==> config.mk <==
export PLATFORM = sky130hd
export DESIGN_NAME = catmull_rom_curve_sampler_unit
export DESIGN_NICKNAME = d
export VERILOG_FILES = /design/src/rtl/core/crcs_pkg.sv /design/src/rtl/core/crcs_ctrl.sv /design/src/rtl/core/crcs_dp.sv /design/src/rtl/core/catmull_rom_curve_sampler_unit.sv
export SDC_FILE = /design/constraint.sdc
export NUM_CORES = 1
export LEC_CHECK = 0
export ABC_AREA = 0
export BUFFER_PORTS_ARGS = -buffer_cell sky130_fd_sc_hd__buf_2
export CAP_MARGIN = 20
export CORE_MARGIN = 2
export CORE_UTILIZATION = 34
export DETAILED_ROUTE_END_ITERATION = 10
export SYNTH_ARGS = -nofsm -noshare
export SYNTH_HDL_FRONTEND = slang
export SYNTH_SLANG_ARGS = --single-unit
==> constraint.sdc <==
create_clock -name clk -period 10.2 [get_ports clk]
set_input_delay 1.02 -clock clk [delete_from_list [all_inputs] [get_ports clk]]
set_output_delay 1.02 -clock clk [all_outputs]
set_load 0.1 [all_outputs]
==> src/rtl/core/crcs_pkg.sv <==
// Shared types and constants of the Catmull-Rom curve sampler.
// Used by crcs_ctrl, crcs_dp and catmull_rom_curve_sampler_unit; no dependencies.
`default_nettype none

package crcs_pkg;

	localparam int NUM_POINTS_DEF  = 10;
	localparam int SEG_SAMPLES_DEF = 12;

	localparam int H_W    = 8;   // control-point height
	localparam int X_W    = 9;   // sample x coordinate
	localparam int Y_W    = 8;   // sample height
	localparam int FT_W   = 4;   // Q4 curve parameter
	localparam int COEF_W = 16;  // cubic coefficients
	localparam int PROD_W = 24;  // Horner products

	localparam logic [H_W-1:0] X_ORIGIN_RST = 8'd10;
	localparam logic [Y_W-1:0] Y_MAX        = 8'd255;

	// controller to datapath commands
	typedef struct packed {
		logic accept;     // capture the request height
		logic shift;      // advance the point window
		logic load;       // load segment coefficients
		logic sel_b;      // closing segment of the curve
		logic first;      // opening segment of the curve
		logic issue;      // start one curve sample
		logic issue_end;  // start the closing end point
	} crcs_cmd_t;

endpackage

`default_nettype wire

==> src/rtl/core/crcs_ctrl.sv <==
// Sequencer of the curve sampler: counts points, steps through segments and samples.
// Depends on crcs_pkg; drives crcs_dp by a crcs_cmd_t command word.
`default_nettype none

module crcs_ctrl #(
	parameter int NUM_POINTS  = crcs_pkg::NUM_POINTS_DEF,
	parameter int SEG_SAMPLES = crcs_pkg::SEG_SAMPLES_DEF,
	localparam int TW = $clog2(SEG_SAMPLES)
) (
	input  wire logic               clk,
	input  wire logic               arst_n,
	input  wire logic               in_valid,
	output logic                    in_ready,
	input  wire logic               adv,
	output crcs_pkg::crcs_cmd_t     cmd,
	output logic [TW-1:0]           t_idx
);
	import crcs_pkg::*;

	localparam int PS_W = $clog2(NUM_POINTS);

	typedef enum logic [2:0] {
		S_IDLE,
		S_SHIFT,
		S_LOAD_A,
		S_RUN_A,
		S_LOAD_B,
		S_RUN_B,
		S_RUN_END
	} state_t;

	state_t          state_q;
	logic [PS_W-1:0] pts_q;
	logic [TW-1:0]   t_q;
	logic            first_q;
	logic            last_q;
	logic            accept;
	logic            t_last;

	assign in_ready = (state_q == S_IDLE);
	assign accept   = in_valid && in_ready;
	assign t_last   = (t_q == TW'(SEG_SAMPLES - 1));
	assign t_idx    = t_q;

	always_comb begin
		cmd           = '0;
		cmd.accept    = accept;
		cmd.first     = first_q;
		case (state_q)
			S_SHIFT:   cmd.shift = 1'b1;
			S_LOAD_A:  cmd.load  = 1'b1;
			S_RUN_A:   cmd.issue = 1'b1;
			S_LOAD_B: begin
				cmd.load  = 1'b1;
				cmd.sel_b = 1'b1;
			end
			S_RUN_B:   cmd.issue = 1'b1;
			S_RUN_END: cmd.issue_end = 1'b1;
			default:   cmd.shift = 1'b0;
		endcase
	end

	always_ff @(posedge clk or negedge arst_n) begin
		if (!arst_n) begin
			state_q <= S_IDLE;
			pts_q   <= '0;
			t_q     <= '0;
			first_q <= 1'b0;
			last_q  <= 1'b0;
		end else begin
			case (state_q)
				S_IDLE: begin
					if (accept) begin
						first_q <= (pts_q == PS_W'(2));
						last_q  <= (pts_q == PS_W'(NUM_POINTS - 1));
						pts_q   <= (pts_q == PS_W'(NUM_POINTS - 1)) ? '0 : pts_q + 1'b1;
						state_q <= (pts_q >= PS_W'(2)) ? S_LOAD_A : S_SHIFT;
					end
				end
				S_SHIFT:  state_q <= S_IDLE;
				S_LOAD_A: begin
					t_q     <= '0;
					state_q <= S_RUN_A;
				end
				S_RUN_A: begin
					if (adv) begin
						t_q <= t_last ? '0 : t_q + 1'b1;
						if (t_last) state_q <= last_q ? S_LOAD_B : S_SHIFT;
					end
				end
				S_LOAD_B: begin
					t_q     <= '0;
					state_q <= S_RUN_B;
				end
				S_RUN_B: begin
					if (adv) begin
						t_q <= t_last ? '0 : t_q + 1'b1;
						if (t_last) state_q <= S_RUN_END;
					end
				end
				S_RUN_END: begin
					if (adv) state_q <= S_SHIFT;
				end
				default: state_q <= S_IDLE;
			endcase
		end
	end

	a_count_range: assert property (@(posedge clk) disable iff (!arst_n)
		pts_q <= PS_W'(NUM_POINTS - 1))
		else $error("point count beyond curve length");

	a_curve_wrap: assert property (@(posedge clk) disable iff (!arst_n)
		accept && pts_q == PS_W'(NUM_POINTS - 1) |=> pts_q == '0)
		else $error("point count did not restart after last point");

	a_hold_on_stall: assert property (@(posedge clk) disable iff (!arst_n)
		(state_q == S_RUN_A || state_q == S_RUN_B) && !adv |=> $stable(t_q))
		else $error("sample index moved while stalled");

	a_end_then_shift: assert property (@(posedge clk) disable iff (!arst_n)
		state_q == S_RUN_END && adv |=> state_q == S_SHIFT)
		else $error("end point not followed by window shift");

endmodule

`default_nettype wire

==> src/rtl/core/crcs_dp.sv <==
// Datapath of the curve sampler: point window, coefficients, Horner pipeline, result register.
// Depends on crcs_pkg; steered by crcs_ctrl through a crcs_cmd_t command word.
`default_nettype none

module crcs_dp #(
	parameter int SEG_SAMPLES = crcs_pkg::SEG_SAMPLES_DEF,
	localparam int TW = $clog2(SEG_SAMPLES)
) (
	input  wire logic                      clk,
	input  wire logic                      arst_n,
	input  wire crcs_pkg::crcs_cmd_t       cmd,
	input  wire logic [TW-1:0]             t_idx,
	input  wire logic [crcs_pkg::H_W-1:0]  point_height,
	input  wire logic                      cfg_valid,
	input  wire logic [crcs_pkg::H_W-1:0]  cfg_data,
	output logic                           adv,
	output logic                           out_valid,
	input  wire logic                      out_ready,
	output logic [crcs_pkg::X_W-1:0]       sample_x,
	output logic [crcs_pkg::Y_W-1:0]       sample_y,
	output logic                           curve_done
);
	import crcs_pkg::*;

	typedef logic signed [COEF_W-1:0] coef_t;
	typedef logic signed [PROD_W-1:0] prod_t;

	function automatic coef_t ext_pt(input logic [H_W-1:0] p);
		return COEF_W'(signed'({1'b0, p}));
	endfunction

	function automatic prod_t ext_ft(input logic [FT_W-1:0] f);
		return PROD_W'(signed'({1'b0, f}));
	endfunction

	logic [FT_W-1:0] ft_tab [SEG_SAMPLES];

	for (genvar g = 0; g < SEG_SAMPLES; g++) begin : g_ft
		assign ft_tab[g] = FT_W'((g * 16) / SEG_SAMPLES);
	end

	logic [H_W-1:0] x_origin_q;
	logic [H_W-1:0] w_q [3];
	logic [H_W-1:0] cur_q;
	logic [X_W-1:0] xoff_q;
	coef_t          a_q, b_q, c_q, d_q;

	logic [H_W-1:0] p0, p1, p2, p3;
	coef_t          s0, s1, s2, s3, dlt;

	// pipeline
	logic             v_s1, v_s2, v_s3;
	prod_t            m1_s1, m2_s2, m3_s3;
	coef_t            b_s1, c_s1, c_s2, d_s1, d_s2, d_s3;
	logic [FT_W-1:0]  ft_s1, ft_s2;
	logic [X_W-1:0]   xoff_s1, xoff_s2, xoff_s3;
	logic             end_s1, end_s2, end_s3;
	logic [H_W-1:0]   yend_s1, yend_s2, yend_s3;

	logic             out_valid_q;
	logic [X_W-1:0]   sample_x_q;
	logic [Y_W-1:0]   sample_y_q;
	logic             done_q;

	prod_t            y_full;
	logic [Y_W-1:0]   y_clamp;

	assign adv = !out_valid_q || out_ready;

	always_ff @(posedge clk or negedge arst_n) begin
		if (!arst_n) begin
			x_origin_q <= X_ORIGIN_RST;
		end else if (cfg_valid) begin
			x_origin_q <= cfg_data;
		end
	end

	// segment control points, end points repeated at the curve ends
	assign p0 = (cmd.sel_b || cmd.first) ? w_q[1] : w_q[0];
	assign p1 = cmd.sel_b ? w_q[2] : w_q[1];
	assign p2 = cmd.sel_b ? cur_q : w_q[2];
	assign p3 = cur_q;

	assign s0  = ext_pt(p0);
	assign s1  = ext_pt(p1);
	assign s2  = ext_pt(p2);
	assign s3  = ext_pt(p3);
	assign dlt = s1 - s2;

	always_ff @(posedge clk) begin
		if (cmd.accept) cur_q <= point_height;
		if (cmd.shift) begin
			w_q[0] <= w_q[1];
			w_q[1] <= w_q[2];
			w_q[2] <= cur_q;
		end
		if (cmd.load) begin
			a_q <= (s3 - s0 + (dlt <<< 1) + dlt) <<< 3;
			b_q <= ((s0 <<< 1) - (s1 <<< 2) - s1 + (s2 <<< 2) - s3) <<< 3;
			c_q <= (s2 - s0) <<< 3;
			d_q <= s1 <<< 4;
		end
	end

	always_ff @(posedge clk or negedge arst_n) begin
		if (!arst_n) begin
			xoff_q <= '0;
		end else if (adv) begin
			if (cmd.issue_end) xoff_q <= '0;
			else if (cmd.issue) xoff_q <= xoff_q + 1'b1;
		end
	end

	always_ff @(posedge clk or negedge arst_n) begin
		if (!arst_n) begin
			v_s1        <= 1'b0;
			v_s2        <= 1'b0;
			v_s3        <= 1'b0;
			out_valid_q <= 1'b0;
		end else if (adv) begin
			v_s1        <= cmd.issue || cmd.issue_end;
			v_s2        <= v_s1;
			v_s3        <= v_s2;
			out_valid_q <= v_s3;
		end
	end

	assign y_full  = (((m3_s3 >>> 4) + PROD_W'(d_s3)) >>> 4);
	assign y_clamp = (y_full < 0) ? '0 :
	                 (y_full > prod_t'(Y_MAX)) ? Y_MAX : y_full[Y_W-1:0];

	always_ff @(posedge clk) begin
		if (adv) begin
			m1_s1   <= PROD_W'(a_q) * ext_ft(ft_tab[t_idx]);
			b_s1    <= b_q;
			c_s1    <= c_q;
			d_s1    <= d_q;
			ft_s1   <= ft_tab[t_idx];
			xoff_s1 <= xoff_q;
			end_s1  <= cmd.issue_end;
			yend_s1 <= cur_q;

			m2_s2   <= ((m1_s1 >>> 4) + PROD_W'(b_s1)) * ext_ft(ft_s1);
			c_s2    <= c_s1;
			d_s2    <= d_s1;
			ft_s2   <= ft_s1;
			xoff_s2 <= xoff_s1;
			end_s2  <= end_s1;
			yend_s2 <= yend_s1;

			m3_s3   <= ((m2_s2 >>> 4) + PROD_W'(c_s2)) * ext_ft(ft_s2);
			d_s3    <= d_s2;
			xoff_s3 <= xoff_s2;
			end_s3  <= end_s2;
			yend_s3 <= yend_s2;

			sample_x_q <= X_W'(x_origin_q) + xoff_s3;
			sample_y_q <= end_s3 ? yend_s3 : y_clamp;
			done_q     <= end_s3;
		end
	end

	assign out_valid  = out_valid_q;
	assign sample_x   = sample_x_q;
	assign sample_y   = sample_y_q;
	assign curve_done = done_q;

	a_pipe_hold: assert property (@(posedge clk) disable iff (!arst_n)
		!adv |=> $stable(v_s1) && $stable(v_s2) && $stable(v_s3))
		else $error("pipeline moved while result held");

	a_xoff_restart: assert property (@(posedge clk) disable iff (!arst_n)
		adv && cmd.issue_end |=> xoff_q == '0)
		else $error("x offset not cleared after end point");

	a_out_hold: assert property (@(posedge clk) disable iff (!arst_n)
		out_valid_q && !out_ready |=> out_valid_q && $stable(sample_x_q) &&
		$stable(sample_y_q) && $stable(done_q))
		else $error("waiting result changed before acceptance");

endmodule

`default_nettype wire

==> src/rtl/core/catmull_rom_curve_sampler_unit.sv <==
// Top level of the Catmull-Rom curve sampler: joins crcs_ctrl and crcs_dp.
// Depends on crcs_pkg, crcs_ctrl and crcs_dp.
//
//   channel   direction  handshake               payload
//   in        to block   in_valid / in_ready     point_height
//   out       from block out_valid / out_ready   sample_x, sample_y, curve_done
//   cfg       to block   cfg_valid / cfg_ready   cfg_data (x_origin)
//
// One request is taken only while the sequencer is idle. The first two points of a
// curve only fill the point window; each later point issues SEG_SAMPLES samples, the last
// point another SEG_SAMPLES and the end point. Samples are issued one per cycle, unless a held
// result stalls the issue, into the Horner stages s1, s2, s3 and then the result register.
// A result held by low out_ready freezes the pipeline and the issue.
// Reset restores x_origin to 10 and starts a new curve; cfg_ready is always high.
`default_nettype none

module catmull_rom_curve_sampler_unit #(
	parameter int NUM_POINTS  = crcs_pkg::NUM_POINTS_DEF,
	parameter int SEG_SAMPLES = crcs_pkg::SEG_SAMPLES_DEF
) (
	input  wire logic                      clk,
	input  wire logic                      arst_n,
	input  wire logic                      in_valid,
	output logic                           in_ready,
	input  wire logic [crcs_pkg::H_W-1:0]  point_height,
	output logic                           out_valid,
	input  wire logic                      out_ready,
	output logic [crcs_pkg::X_W-1:0]       sample_x,
	output logic [crcs_pkg::Y_W-1:0]       sample_y,
	output logic                           curve_done,
	input  wire logic                      cfg_valid,
	output logic                           cfg_ready,
	input  wire logic [crcs_pkg::H_W-1:0]  cfg_data
);
	import crcs_pkg::*;

	localparam int TW = $clog2(SEG_SAMPLES);

	crcs_cmd_t     cmd;
	logic [TW-1:0] t_idx;
	logic          adv;

	assign cfg_ready = 1'b1;

	crcs_ctrl #(
		.NUM_POINTS (NUM_POINTS),
		.SEG_SAMPLES(SEG_SAMPLES)
	) u_ctrl (
		.clk     (clk),
		.arst_n  (arst_n),
		.in_valid(in_valid),
		.in_ready(in_ready),
		.adv     (adv),
		.cmd     (cmd),
		.t_idx   (t_idx)
	);

	crcs_dp #(
		.SEG_SAMPLES(SEG_SAMPLES)
	) u_dp (
		.clk         (clk),
		.arst_n      (arst_n),
		.cmd         (cmd),
		.t_idx       (t_idx),
		.point_height(point_height),
		.cfg_valid   (cfg_valid),
		.cfg_data    (cfg_data),
		.adv         (adv),
		.out_valid   (out_valid),
		.out_ready   (out_ready),
		.sample_x    (sample_x),
		.sample_y    (sample_y),
		.curve_done  (curve_done)
	);

endmodule

`default_nettype wire

==> metrics.cfg <==
[outcome]
run_status = finished clean

[synthesis]
syn_area_um2 = 21470
ys_top_cells_by_count = 311 x inv_1, 262 x edfxtp_1, 225 x ha_1, 134 x fa_1, 132 x and2_1
synth-async-reset-ratio_pct = 11.49
synth.most_common_cell = inv_1
yosys.area.top_type = edfxtp_1
synth_top_area_share_pct = 36.64
synth_edf_count = 262
synthDistinctLibCells = 75
ys_ff_latch = 296
syn_avg_cell_area_um2 = 11.16
ys_seq_area_share_pct = 40.61
syn_nets = 2304
yosys_warnings = 0
synthCells = 1924
ys.flop_type = edfxtp_1
ys_top_cells_by_area = edfxtp_1 37%, ha_1 13%, fa_1 12%

[grt]
grt_usage_pct = 12.51
overflow = 0
grt_pass1_vias = 14000
grt_start_max_net_pins = 78
grt_pass1_wl_um = 68730
antenna_found_initial = 1

[clock_network]
post_cts_resized = 0
numCtsBuffers = 31
clk_pin_slew_worst_paths_ns = 0.07
postCtsHoldBufs = 0
cts_tree = done
cts_setup_buffers = 0
clk_latency_ns = 0.58
clock_sinks = 296
clockRootBuffer = clkbuf_16
ctsLongestPathBuffers = 3
htree_levels = 1

[timing]
worstMarginPinSlew_ns = 0.9917
max_freq_mhz = 166.4
slew_violations = 0
period_share_pct = 58.94
fin_crit_ns = 6.011
tns_ns = 0
hold_viol_final = 0
rsz0062_at_grt = false
setup_violations = 0
hold-worst-slack_ns = 0.4125
worst_clock_skew_ns = 0.01944
slew_headroom_pct = 33.44

[place]
port_buffers = 40
hpwl_um = 31690
globalplace.congestion = 0.8611

[drt]
first_pass_iters = 4
drt-initial-drc-count = 616
routed_wirelength_um = 40390
drc = 0
post_drt_wl_per_cell_um = 14.19
vias = 13380
detail-route-antenna-nets = 0
viasPerCell = 4.699

[die]
die_h_um = 255.3
top_level_ports = 42
start_util_pct = 34.23
rows = 92
die_x_um = 255.3
die_area_um2 = 65180
core_um2 = 62740

[critical_path]
setup.worst_path.start_class = flop
end_kind = flop
cp.required_ns = 10.53
reg2reg_depth = 19
reg2reg_to = u_dp.b_q[15]
worstReg2RegStart = u_ctrl.state_q[0]
crit_type = reg2reg
ff2ff_setup_slack_ns = 4.19
path_max_fanout = 17
cp.arrival_ns = 6.34

[finish]
antennaDiodeCount = 0
drive_gt1_share_pct = 7.696
finish.utilization_pct = 37.82
fill_cells = 6026
syn_to_final_growth_pct = 10.49
seq_area_um2 = 8721
multi_input_area_um2 = 11480
fin_nets = 2356

[hold_path]
hold_path_end = u_dp.d_s3[8]
hold_class = reg2reg
hold_start = u_dp.d_s2[8]
hold_depth = 0

[run]
maxCapViolCount = 0

-- sequential cells by signal, summed over array words and instances, names as in the netlist, 12 cells and up --
name        count
u_dp.w_q       24
u_dp.m2_s2     20
u_dp.m1_s1     17
u_dp.m3_s3     16
u_dp.b_q       13
u_dp.b_s1      13
u_dp.a_q       12
-- routing by layer --
metal	GRT usage [%]	vias to the layer above	routed length, um
met5	0	-	0
met4	3.252	0	881
met3	1.567	55	1162
met2	22.02	168	19970
met1	16.20	6502	18370
li1	-	6654	-
-- logic make-up (layout without fill, tap and decap cells) --
kind of cell / count (synthesis) / count (layout) / share of synthesized area (%)
buf+inv: 340 / 417 / 6.002
compound gates: 273 / 273 / 8.577
other cells: 1 / 1 / 0.01746
flops: 296 / 296 / 40.61
simple gates: 484 / 484 / 11.73
xor+xnor: 129 / 129 / 5.326
mux: 42 / 42 / 2.133
fa+ha+maj: 359 / 359 / 25.60
-- how the worst max path moves through the flow --
stage                       to              start  cells after the start
3_5_place_dp    u_dp.m3_s3[23]       u_dp.c_s2[3]                     24
6_report          u_dp.b_q[15]  u_ctrl.state_q[0]                     19
2_1_floorplan  u_ctrl.t_idx[2]          out_ready                      6
3_3_place_gp    u_dp.m3_s3[23]       u_dp.c_s2[3]                     24
5_1_grt           u_dp.b_q[15]  u_ctrl.state_q[0]                     19
4_1_cts         u_dp.m3_s3[23]       u_dp.c_s2[3]                     24
-- final cells by class --
type	count	area share [%]
flip-flops and latches	296	36.76
clock inverters	18	0.8280
repair buffers	47	1.065
clock buffers	40	3.539
inverters	312	4.957
well taps	846	4.462
multi-input cells	1288	48.39
-- cell usage in the layout, fill, tap and decap left out, drive strengths merged, types with 9 or more instances in the layout --
cell type    n
inv        314
nand4       12
a21o        33
o21ai       60
nand3       24
nand2      109
and2       132
o21bai      15
fa         134
nor3        28
and3        17
or3          9
nor2b       34
mux2        27
buf         47
xnor2       84
nor2        82
nand2b      17
dfrtp       32
edfxtp     262
xor2        44
ha         225
mux2i       15
clkinv      11
a21oi       78
clkbuf      40
-- critical path, cell delays in order (launching register included) --
cell,delay [ns]
dfrtp_1,0.67
nor3b_2,0.11
buf_4,0.23
nor2_1,0.70
mux2i_1,0.57
ha_1,0.30
fa_1,0.42
inv_1,0.08
fa_1,0.43
fa_1,0.54
inv_1,0.06
fa_1,0.45
nor2b_1,0.12
o21ai_0,0.11
a21boi_0,0.25
o21ai_0,0.13
a21boi_0,0.27
o21ai_0,0.11
nand2b_1,0.11
a21oi_1,0.07
-- through the flow --
step                instance area, um2  setup WS [ns]  cells
finish                           23730          4.189   2847
global route                     23730          3.690   2847
CTS                              23730          4.222   2847
detailed placement               22690          4.232   2789
global placement                 22690          4.282   2789
floorplan                        21470          2.008   1924
Power is left out: the tool's default activity adds up to more than one toggle a clock period on the data nets, which glitch-free logic cannot reach.
